### src/hw/rtl/sspwm_pkg.sv
// Types and constants shared by the spindle speed to PWM modules.
package sspwm_pkg;

  // Configuration register indexes.
  typedef enum logic [2:0] {
    CFG_SPEED_MIN   = 3'd0,
    CFG_SPEED_MAX   = 3'd1,
    CFG_DUTY_OFF    = 3'd2,
    CFG_DUTY_MIN    = 3'd3,
    CFG_DUTY_MAX    = 3'd4,
    CFG_DUTY_SLOPE  = 3'd5,
    CFG_OFF_AT_ZERO = 3'd6
  } cfg_idx_e;

  // Spindle enable pin requests.
  typedef enum logic [1:0] {
    PIN_NONE = 2'd0,
    PIN_ON   = 2'd1,
    PIN_OFF  = 2'd2
  } pin_req_e;

  // Reset values of the configuration registers.
  localparam logic [15:0] SPEED_MIN_RST = 16'd0;
  localparam logic [15:0] SPEED_MAX_RST = 16'd1000;
  localparam logic [15:0] DUTY_OFF_RST  = 16'd0;
  localparam logic [15:0] DUTY_MIN_RST  = 16'd0;
  localparam logic [15:0] DUTY_MAX_RST  = 16'd65535;
  localparam logic [31:0] DUTY_SLOPE_RST = 32'd0;

  // Hundredths per rpm, and ceil(2^31 / 100) for exact division by 100 of
  // values below 2^24.
  localparam logic [31:0] SPEED_SCALE = 32'd100;
  localparam logic [31:0] RECIP_100   = 32'd21474837;

  // Operands of the shared multiplier.
  typedef struct packed {
    logic [23:0] a;
    logic [31:0] b;
  } mul_req_t;

  // Configuration as seen by the datapath.
  typedef struct packed {
    logic [15:0] speed_min;
    logic [15:0] speed_max;
    logic [15:0] duty_off;
    logic [15:0] duty_min;
    logic [15:0] duty_max;
    logic [31:0] duty_slope;
    logic        off_at_zero;
  } cfg_t;

endpackage

### src/hw/rtl/spindle_speed_to_pwm.sv
// Top level of the spindle speed to PWM duty mapper.
// Each accepted transaction (speed in rpm and override in percent) yields one
// result: the PWM compare value, the commanded speed, the PWM enable and a
// spindle enable pin request. The result is registered in the last step of
// the sequencer, and a new input is taken in the cycle after the result is
// loaded, so the block works on one item at a time. The sequencer makes six
// passes through the single shared multiplier: the scaled speed, the lower and
// upper speed bounds in hundredths of rpm, the commanded speed by reciprocal
// division, the slope product and its division by 100. A result that is not
// taken holds the sequencer in its last step. Configuration writes are
// accepted in every cycle and must only be made while the block is idle.
module spindle_speed_to_pwm (
  input  logic        clk_i,
  input  logic        rst_ni,
  input  logic        cfg_valid_i,
  output logic        cfg_ready_o,
  input  logic [2:0]  cfg_index_i,
  input  logic [31:0] cfg_data_i,
  input  logic        in_valid_i,
  output logic        in_ready_o,
  input  logic [15:0] speed_request_i,
  input  logic [7:0]  override_pct_i,
  output logic        out_valid_o,
  input  logic        out_ready_i,
  output logic [15:0] duty_value_o,
  output logic [15:0] applied_speed_o,
  output logic        pwm_active_o,
  output logic [1:0]  pin_request_o
);
  import sspwm_pkg::*;

  cfg_t        cfg;
  mul_req_t    mul_req;
  logic [55:0] mul_prod;

  // Configuration registers.
  sspwm_cfg u_cfg (
    .clk_i       (clk_i),
    .rst_ni      (rst_ni),
    .cfg_valid_i (cfg_valid_i),
    .cfg_ready_o (cfg_ready_o),
    .cfg_index_i (cfg_index_i),
    .cfg_data_i  (cfg_data_i),
    .cfg_o       (cfg)
  );

  // Shared multiplier.
  sspwm_mul u_mul (
    .clk_i  (clk_i),
    .req_i  (mul_req),
    .prod_o (mul_prod)
  );

  // Sequencer and result logic.
  sspwm_core u_core (
    .clk_i           (clk_i),
    .rst_ni          (rst_ni),
    .cfg_i           (cfg),
    .in_valid_i      (in_valid_i),
    .in_ready_o      (in_ready_o),
    .speed_request_i (speed_request_i),
    .override_pct_i  (override_pct_i),
    .out_valid_o     (out_valid_o),
    .out_ready_i     (out_ready_i),
    .duty_value_o    (duty_value_o),
    .applied_speed_o (applied_speed_o),
    .pwm_active_o    (pwm_active_o),
    .pin_request_o   (pin_request_o),
    .mul_req_o       (mul_req),
    .mul_prod_i      (mul_prod)
  );

endmodule

### src/hw/rtl/sspwm_cfg.sv
// Configuration register file of the spindle speed to PWM block.
module sspwm_cfg (
  input  logic              clk_i,
  input  logic              rst_ni,
  input  logic              cfg_valid_i,
  output logic              cfg_ready_o,
  input  logic [2:0]        cfg_index_i,
  input  logic [31:0]       cfg_data_i,
  output sspwm_pkg::cfg_t   cfg_o
);
  import sspwm_pkg::*;

  cfg_t regs_q;

  // Writes are taken in any cycle.
  assign cfg_ready_o = 1'b1;
  assign cfg_o       = regs_q;

  // Register writes; unknown indexes are dropped.
  always_ff @(posedge clk_i or negedge rst_ni) begin
    if (!rst_ni) begin
      regs_q.speed_min   <= SPEED_MIN_RST;
      regs_q.speed_max   <= SPEED_MAX_RST;
      regs_q.duty_off    <= DUTY_OFF_RST;
      regs_q.duty_min    <= DUTY_MIN_RST;
      regs_q.duty_max    <= DUTY_MAX_RST;
      regs_q.duty_slope  <= DUTY_SLOPE_RST;
      regs_q.off_at_zero <= 1'b0;
    end else if (cfg_valid_i) begin
      unique case (cfg_index_i)
        CFG_SPEED_MIN:   regs_q.speed_min   <= cfg_data_i[15:0];
        CFG_SPEED_MAX:   regs_q.speed_max   <= cfg_data_i[15:0];
        CFG_DUTY_OFF:    regs_q.duty_off    <= cfg_data_i[15:0];
        CFG_DUTY_MIN:    regs_q.duty_min    <= cfg_data_i[15:0];
        CFG_DUTY_MAX:    regs_q.duty_max    <= cfg_data_i[15:0];
        CFG_DUTY_SLOPE:  regs_q.duty_slope  <= cfg_data_i;
        CFG_OFF_AT_ZERO: regs_q.off_at_zero <= cfg_data_i[0];
        default: ;
      endcase
    end
  end

endmodule

### src/hw/rtl/sspwm_mul.sv
// Shared registered 24 by 32 bit multiplier.
module sspwm_mul (
  input  logic                clk_i,
  input  sspwm_pkg::mul_req_t req_i,
  output logic [55:0]         prod_o
);
  import sspwm_pkg::*;

  logic [55:0] prod_q;

  // One product per cycle, available in the next cycle.
  always_ff @(posedge clk_i) begin
    prod_q <= {32'd0, req_i.a} * {24'd0, req_i.b};
  end

  assign prod_o = prod_q;

endmodule

### src/hw/rtl/sspwm_core.sv
// Sequencer and datapath that map one speed request onto a PWM duty value.
module sspwm_core (
  input  logic                clk_i,
  input  logic                rst_ni,
  input  sspwm_pkg::cfg_t     cfg_i,
  input  logic                in_valid_i,
  output logic                in_ready_o,
  input  logic [15:0]         speed_request_i,
  input  logic [7:0]          override_pct_i,
  output logic                out_valid_o,
  input  logic                out_ready_i,
  output logic [15:0]         duty_value_o,
  output logic [15:0]         applied_speed_o,
  output logic                pwm_active_o,
  output logic [1:0]          pin_request_o,
  output sspwm_pkg::mul_req_t mul_req_o,
  input  logic [55:0]         mul_prod_i
);
  import sspwm_pkg::*;

  // One multiplier pass per working state; each state after ST_SCALE takes the previous product.
  typedef enum logic [2:0] {
    ST_IDLE,
    ST_SCALE,
    ST_LO,
    ST_HI,
    ST_SPEED,
    ST_PROD,
    ST_QUOT,
    ST_FIN
  } state_e;

  state_e      state_q;
  logic [15:0] rpm_q;
  logic [7:0]  ovr_q;
  logic [23:0] s_q;
  logic [22:0] lo_q;
  logic [22:0] hi_q;
  logic [15:0] spd_q;
  logic        big_q;
  logic [22:0] scaled_q;
  logic        running_q;
  logic        out_valid_q;
  logic [15:0] duty_q;
  logic [15:0] speed_q;
  logic        active_q;
  pin_req_e    pin_q;

  logic        out_busy;
  logic [16:0] quot;
  logic [17:0] sum;
  logic        is_top;
  logic        is_zero;
  logic        is_below;
  logic        lin_clamp;
  logic [15:0] top_duty;
  logic [15:0] duty_res;
  logic [15:0] speed_res;

  assign in_ready_o      = (state_q == ST_IDLE);
  assign out_valid_o     = out_valid_q;
  assign duty_value_o    = duty_q;
  assign applied_speed_o = speed_q;
  assign pwm_active_o    = active_q;
  assign pin_request_o   = pin_q;
  assign out_busy        = out_valid_q && !out_ready_i;

  // Operand selection for the shared multiplier. The last step repeats the
  // division by 100 so its product stays valid while the output is stalled.
  always_comb begin
    mul_req_o = '0;
    unique case (state_q)
      ST_SCALE: mul_req_o = '{a: {8'd0, rpm_q}, b: {24'd0, ovr_q}};
      ST_LO:    mul_req_o = '{a: {8'd0, cfg_i.speed_min}, b: SPEED_SCALE};
      ST_HI:    mul_req_o = '{a: {8'd0, cfg_i.speed_max}, b: SPEED_SCALE};
      ST_SPEED: mul_req_o = '{a: s_q, b: RECIP_100};
      ST_PROD:  mul_req_o = '{a: s_q - {1'b0, lo_q}, b: cfg_i.duty_slope};
      ST_QUOT:  mul_req_o = '{a: {1'b0, mul_prod_i[38:16]}, b: RECIP_100};
      ST_FIN:   mul_req_o = '{a: {1'b0, scaled_q}, b: RECIP_100};
      default:  mul_req_o = '0;
    endcase
  end

  // Regime decision and linear result, from the last product.
  always_comb begin
    quot      = mul_prod_i[47:31];
    sum       = {1'b0, quot} + {2'd0, cfg_i.duty_min};
    is_top    = (cfg_i.speed_min >= cfg_i.speed_max) || (s_q >= {1'b0, hi_q});
    is_zero   = (s_q == 24'd0);
    is_below  = (s_q <= {1'b0, lo_q});
    lin_clamp = big_q || (sum >= {2'd0, cfg_i.duty_max});
    top_duty  = (cfg_i.duty_max == 16'd0) ? 16'd0 : cfg_i.duty_max - 16'd1;
    if (is_top) begin
      duty_res  = top_duty;
      speed_res = cfg_i.speed_max;
    end else if (is_zero) begin
      duty_res  = cfg_i.duty_off;
      speed_res = 16'd0;
    end else if (is_below) begin
      duty_res  = cfg_i.duty_min;
      speed_res = cfg_i.speed_min;
    end else begin
      duty_res  = lin_clamp ? top_duty : sum[15:0];
      speed_res = spd_q;
    end
  end

  // Sequencer, intermediate values, running flag and output register.
  always_ff @(posedge clk_i or negedge rst_ni) begin
    if (!rst_ni) begin
      state_q     <= ST_IDLE;
      running_q   <= 1'b0;
      out_valid_q <= 1'b0;
      rpm_q       <= '0;
      ovr_q       <= '0;
      s_q         <= '0;
      lo_q        <= '0;
      hi_q        <= '0;
      spd_q       <= '0;
      big_q       <= 1'b0;
      scaled_q    <= '0;
      duty_q      <= '0;
      speed_q     <= '0;
      active_q    <= 1'b0;
      pin_q       <= PIN_NONE;
    end else begin
      // In the last step the output register is reloaded instead.
      if (out_valid_q && out_ready_i && (state_q != ST_FIN)) begin
        out_valid_q <= 1'b0;
      end
      unique case (state_q)
        ST_IDLE: begin
          if (in_valid_i) begin
            rpm_q   <= speed_request_i;
            ovr_q   <= override_pct_i;
            state_q <= ST_SCALE;
          end
        end
        ST_SCALE: state_q <= ST_LO;
        ST_LO: begin
          s_q     <= mul_prod_i[23:0];
          state_q <= ST_HI;
        end
        ST_HI: begin
          lo_q    <= mul_prod_i[22:0];
          state_q <= ST_SPEED;
        end
        ST_SPEED: begin
          hi_q    <= mul_prod_i[22:0];
          state_q <= ST_PROD;
        end
        ST_PROD: begin
          spd_q   <= mul_prod_i[46:31];
          state_q <= ST_QUOT;
        end
        ST_QUOT: begin
          // A scaled product of 2^23 or more always lands above the limit.
          big_q    <= |mul_prod_i[55:39];
          scaled_q <= mul_prod_i[38:16];
          state_q  <= ST_FIN;
        end
        ST_FIN: begin
          if (!out_busy) begin
            duty_q      <= duty_res;
            speed_q     <= speed_res;
            out_valid_q <= 1'b1;
            if (duty_res == cfg_i.duty_off) begin
              running_q <= 1'b0;
              active_q  <= 1'b0;
              pin_q     <= cfg_i.off_at_zero ? PIN_OFF : PIN_NONE;
            end else begin
              running_q <= 1'b1;
              active_q  <= 1'b1;
              pin_q     <= running_q ? PIN_NONE : PIN_ON;
            end
            state_q <= ST_IDLE;
          end
        end
        default: state_q <= ST_IDLE;
      endcase
    end
  end

endmodule

### config.mk
export PLATFORM = sky130hd
export DESIGN_NAME = spindle_speed_to_pwm
export DESIGN_NICKNAME = d
export VERILOG_FILES = /design/src/hw/rtl/sspwm_pkg.sv /design/src/hw/rtl/spindle_speed_to_pwm.sv /design/src/hw/rtl/sspwm_cfg.sv /design/src/hw/rtl/sspwm_mul.sv /design/src/hw/rtl/sspwm_core.sv
export SDC_FILE = /design/constraint.sdc
export NUM_CORES = 2
export LEC_CHECK = 0
export ABC_CLOCK_PERIOD_IN_PS = 13600
export BUFFER_PORTS_ARGS = -buffer_cell sky130_fd_sc_hd__buf_2
export CAP_MARGIN = 10
export CORE_UTILIZATION = 59
export CTS_BUF_LIST = sky130_fd_sc_hd__clkbuf_16
export DETAILED_ROUTE_END_ITERATION = 8
export PLACE_DENSITY_LB_ADDON = 0.1
export SLEW_MARGIN = 0
export SYNTH_ARGS = -nofsm -noshare
export SYNTH_HDL_FRONTEND = slang
export SYNTH_SLANG_ARGS = --single-unit
### constraint.sdc
create_clock -name clk_i -period 13.6 [get_ports clk_i]
set_input_delay 0.68 -clock clk_i [delete_from_list [all_inputs] [get_ports clk_i]]
set_output_delay 0.68 -clock clk_i [all_outputs]
set_load 0.1 [all_outputs]
==> results <==
- The count of input and output buffers is 100.
- The distinct cell type count after synthesis is 95.
- For the worst-skew pair, the clock arrives at the later sink with an insertion delay of 0.62 ns.
- Of all flip-flops after synthesis, the portion carrying an async set or reset was 0.836.
- For this run, the leading register cell type out of synthesis is dfrtp_1.
- The final route contains 36,300 vias.
- Relative to the synthesized area, the layout overhead comes to 6.78%.
- In this run the deepest clock path goes through 3 buffers.
- The net count of the finished layout is 5,976.
- Measured against its own limit, the worst slew margin works out to 0.181.
- The die covers ~75,000 sq um.
- After synthesis, the cell types taking the most area are fa_1 30%, dfrtp_1 15%, ha_1 7.9%.
- The peak clock frequency supported by timing is ~0.088 GHz.
- Setup repair after global routing left no endpoint under its margin.
- The wire length of the first global-routing pass is 226,000 um.
- The summed instance area of the synthesized netlist is 43,700 sq um.
- The number of max-slew violations in the final report is 0.
- The critical path depth is 36.
- For this run the aggregate overflow at the end of global routing stands at 0.
- The checks that failed: design-rule violations.
- The cell with the largest stage delay on the worst path is o21a_1.
- The number of antenna violations at the first check in global routing is 5.
- For this run, the detailed router's first-pass iteration total came to 9.
- Across the run, the number of max-cap violations was 0.
- Counting flops and latches in the post-synthesis netlist gives 342.
- The smallest clock period supported by the final layout is computed as 11.36 ns.
- By startpoint and endpoint, the worst setup path is classified as reg2reg.
- TritonCTS built the clock tree.
- The number of nets in the synthesized netlist is 5,994.
- The number of standard cells after synthesis is 4,993.
- Broken down by cell family, the worst path's largest delay share belongs to compound AO/OA/AOI/OAI gates.
- The H-tree was split into 2 levels.
- Among the stages of the critical path, the cell type that occurs most often is fa_1.
- STA classifies the critical path endpoint as a flip-flop.
- The class of the tightest hold or removal check is in2async.
- The sequential area share after synthesis is 0.190.
- Once the clock tree was built, the setup fixing pass inserted 0 buffers.
- Of the cells placed in the final design, the portion with a size suffix greater than 1 is 0.0971.
- After detailed routing, the number of remaining DRC violations is 72.
- Counting flops with a built-in enable in the synthesized netlist gives 0.
- The largest area contributor in the netlist is fa_1.
- The area share of the leading cell type in the synthesized netlist is 0.303.
- The height of the die is ~270 um.
- The sum of buffers and inverters on the critical path is 4.
- The largest incremental delay on the critical path is 0.76 ns.
- The worst-case clock skew is ~0.054 ns.
- Counting every sink on the clock net gives 342.
- The clock buffer count from CTS is 40.
- The average via count per standard cell is 6.09.
- STA classifies the critical path startpoint as a flip-flop.
- The critical-path maximum fanout is 32.
- The number of top-level pins is 102.
- The final RePlAce weighted congestion is around 1.0.
- The share of the clock period used by the worst path is 0.835.
- Detailed placement ended at an HPWL of roughly 120,000 um.
- The cell depth of the worst flop-to-flop path is 36.
- The number of global-route vias before repair is 36,300.
- The cell sitting at the root of the clock tree is a clkbuf_16.
- The required time reported for the critical path endpoint is 14.12 ns.
- The remaining number of nets flagged by the antenna check after routing is 0.
- The number of gates resized after CTS was 0.
- STA puts the critical path data arrival time at 11.88 ns.
- The count of yosys warnings during synthesis is 0.
- By count the netlist is led by 837 x nand2_1, 834 x inv_1, 660 x fa_1.
- The hold violation total from the final report is 0.
- The most common cell in the synthesized netlist is nand2_1.
- The number of violations reported at the end of detailed-routing iteration 0 is 3,670.
- The initial utilization of the core area, before any placement, comes to 0.597.
- For the pin with the worst max-slew slack, the measured transition is ~1.2 ns.
- The horizontal die dimension is 274 um.
- The clock input transition at the sequential cells of the worst setup and hold paths is ~0.070 ns.
- The count of standard-cell rows is around 100.
- In the final timing run, aggregate negative setup slack is 0 ns.
- The worst hold slack is 0.135 ns.
- A synthesized cell averages 8.74 sq um.
- The total of hold buffers inserted after clock tree synthesis is 0.
- The flow ran to the end, but the final reports show violations.
- The total of endpoints with negative setup slack in the final report is 0.
- The largest net degree at the start of global routing is 97.
- Dividing the detail-routed wire length by the instance count gives 25.0 um.
- The total wirelength of the detailed-routed design is about 150,000 um.
- The core region is 73,100 sq um.
- The overall routing resource usage is 0.405.
-- sequential cells by signal (all words and copies together), names as in the netlist --
name and count:
u_cfg.cfg_o 113, u_core.applied_speed_o 16, u_core.big_q 1, u_core.duty_value_o 16, u_core.hi_q 23, u_core.lo_q 23, u_core.out_valid_o 1, u_core.ovr_q 8
u_core.pin_request_o 2, u_core.pwm_active_o 1, u_core.rpm_q 16, u_core.s_q 24, u_core.scaled_q 23, u_core.spd_q 16, u_core.state_q 3, u_mul.prod_o 56
-- cell families after synthesis --
logic type | count (synthesis) | share of synthesized area
xor gates and xnor gates | 87 | 0.0175
other | 1 | 0.0000859
buffers and inverters | 1090 | 0.0942
AOI/OAI and AO/OA | 748 | 0.109
muxes | 172 | 0.0440
DFF | 342 | 0.190
and+or+nand+nor | 1616 | 0.163
adders and majority gates | 937 | 0.382
-- cell usage in the layout, fill, tap and decap left out, types with 20 or more instances in the layout --
cell / instances
and3_1: 36
dfxtp_1: 56
a21oi_1: 176
buf_2: 100
a31oi_1: 33
mux2i_1: 32
fa_1: 660
a211oi_1: 30
and2_1: 45
dfstp_2: 22
nand4_1: 37
o21a_1: 28
nand2_1: 836
inv_1: 839
clkbuf_16: 42
a21o_1: 50
nor3_1: 52
nand3_1: 73
dfrtp_1: 261
xor2_1: 23
a221oi_1: 20
ha_1: 277
buf_4: 95
xnor2_1: 64
nor2_1: 359
or3_1: 31
mux2_2: 138
nand2b_1: 55
o21ai_0: 218
-- layout make-up --
| type | count | area, sq um |
|---|---|---|
| multi-input cells | 3561 | 31400 |
| fillers | 6383 | 26500 |
| flip-flops and latches | 342 | 8310 |
| inverters | 834 | 3130 |
| repair buffers | 196 | 1230 |
| well taps | 959 | 1200 |
| clock buffers | 42 | 1050 |
| clock inverters | 32 | 282 |
| diodes | 2 | 5.00 |
-- worst paths after layout --
check / start / end / slack (ns)
setup / recovery: u_core.s_q[0] / u_mul.prod_o[54] / 2.24
hold / removal: rst_ni / u_core.duty_value_o[8] / 0.13
setup reg to reg: u_core.s_q[0] / u_mul.prod_o[54] / 2.24
hold reg to reg: u_core.scaled_q[20] / u_core.scaled_q[20] / 0.47
max in group asynchronous: rst_ni / u_core.scaled_q[8] / 11.20
min in group clk_i: override_pct_i[3] / u_core.ovr_q[3] / 0.29
-- per-stage QoR --
| step | util | setup slack (ns) | std cells | cell area, sq um |
|---|---|---|---|---|
| CTS | 0.638 | 2.44 | 5966 | 46600 |
| global placement | 0.619 | 1.59 | 5891 | 45300 |
| global route | 0.638 | 1.58 | 5967 | 46600 |
| floorplan | - | 4.36 | 4993 | 43700 |
| finish | 0.638 | 2.24 | 5968 | 46600 |
| detailed placement | 0.619 | 2.53 | 5892 | 45300 |
-- metal layers --
metal  global-route usage  share of wire
met1                0.569           0.41
met2                0.609           0.43
met3               0.0828           0.11
met4                0.171          0.049
met5                    0       0.000094
-- worst register-to-register path: cells and delay by family, from the launching register on --
family / cells / cell delay, ns
AO/OA/AOI/OAI: 17 / 4.88
flip-flops: 1 / 0.36
AND/OR/NAND/NOR: 4 / 1.35
adder cells (fa/ha/maj): 10 / 4.11
buffers and inverters: 4 / 0.43
XOR/XNOR: 1 / 0.13
Power is not shown: default switching activity piles up to over one toggle a cycle in this logic, so the estimate is an artifact.
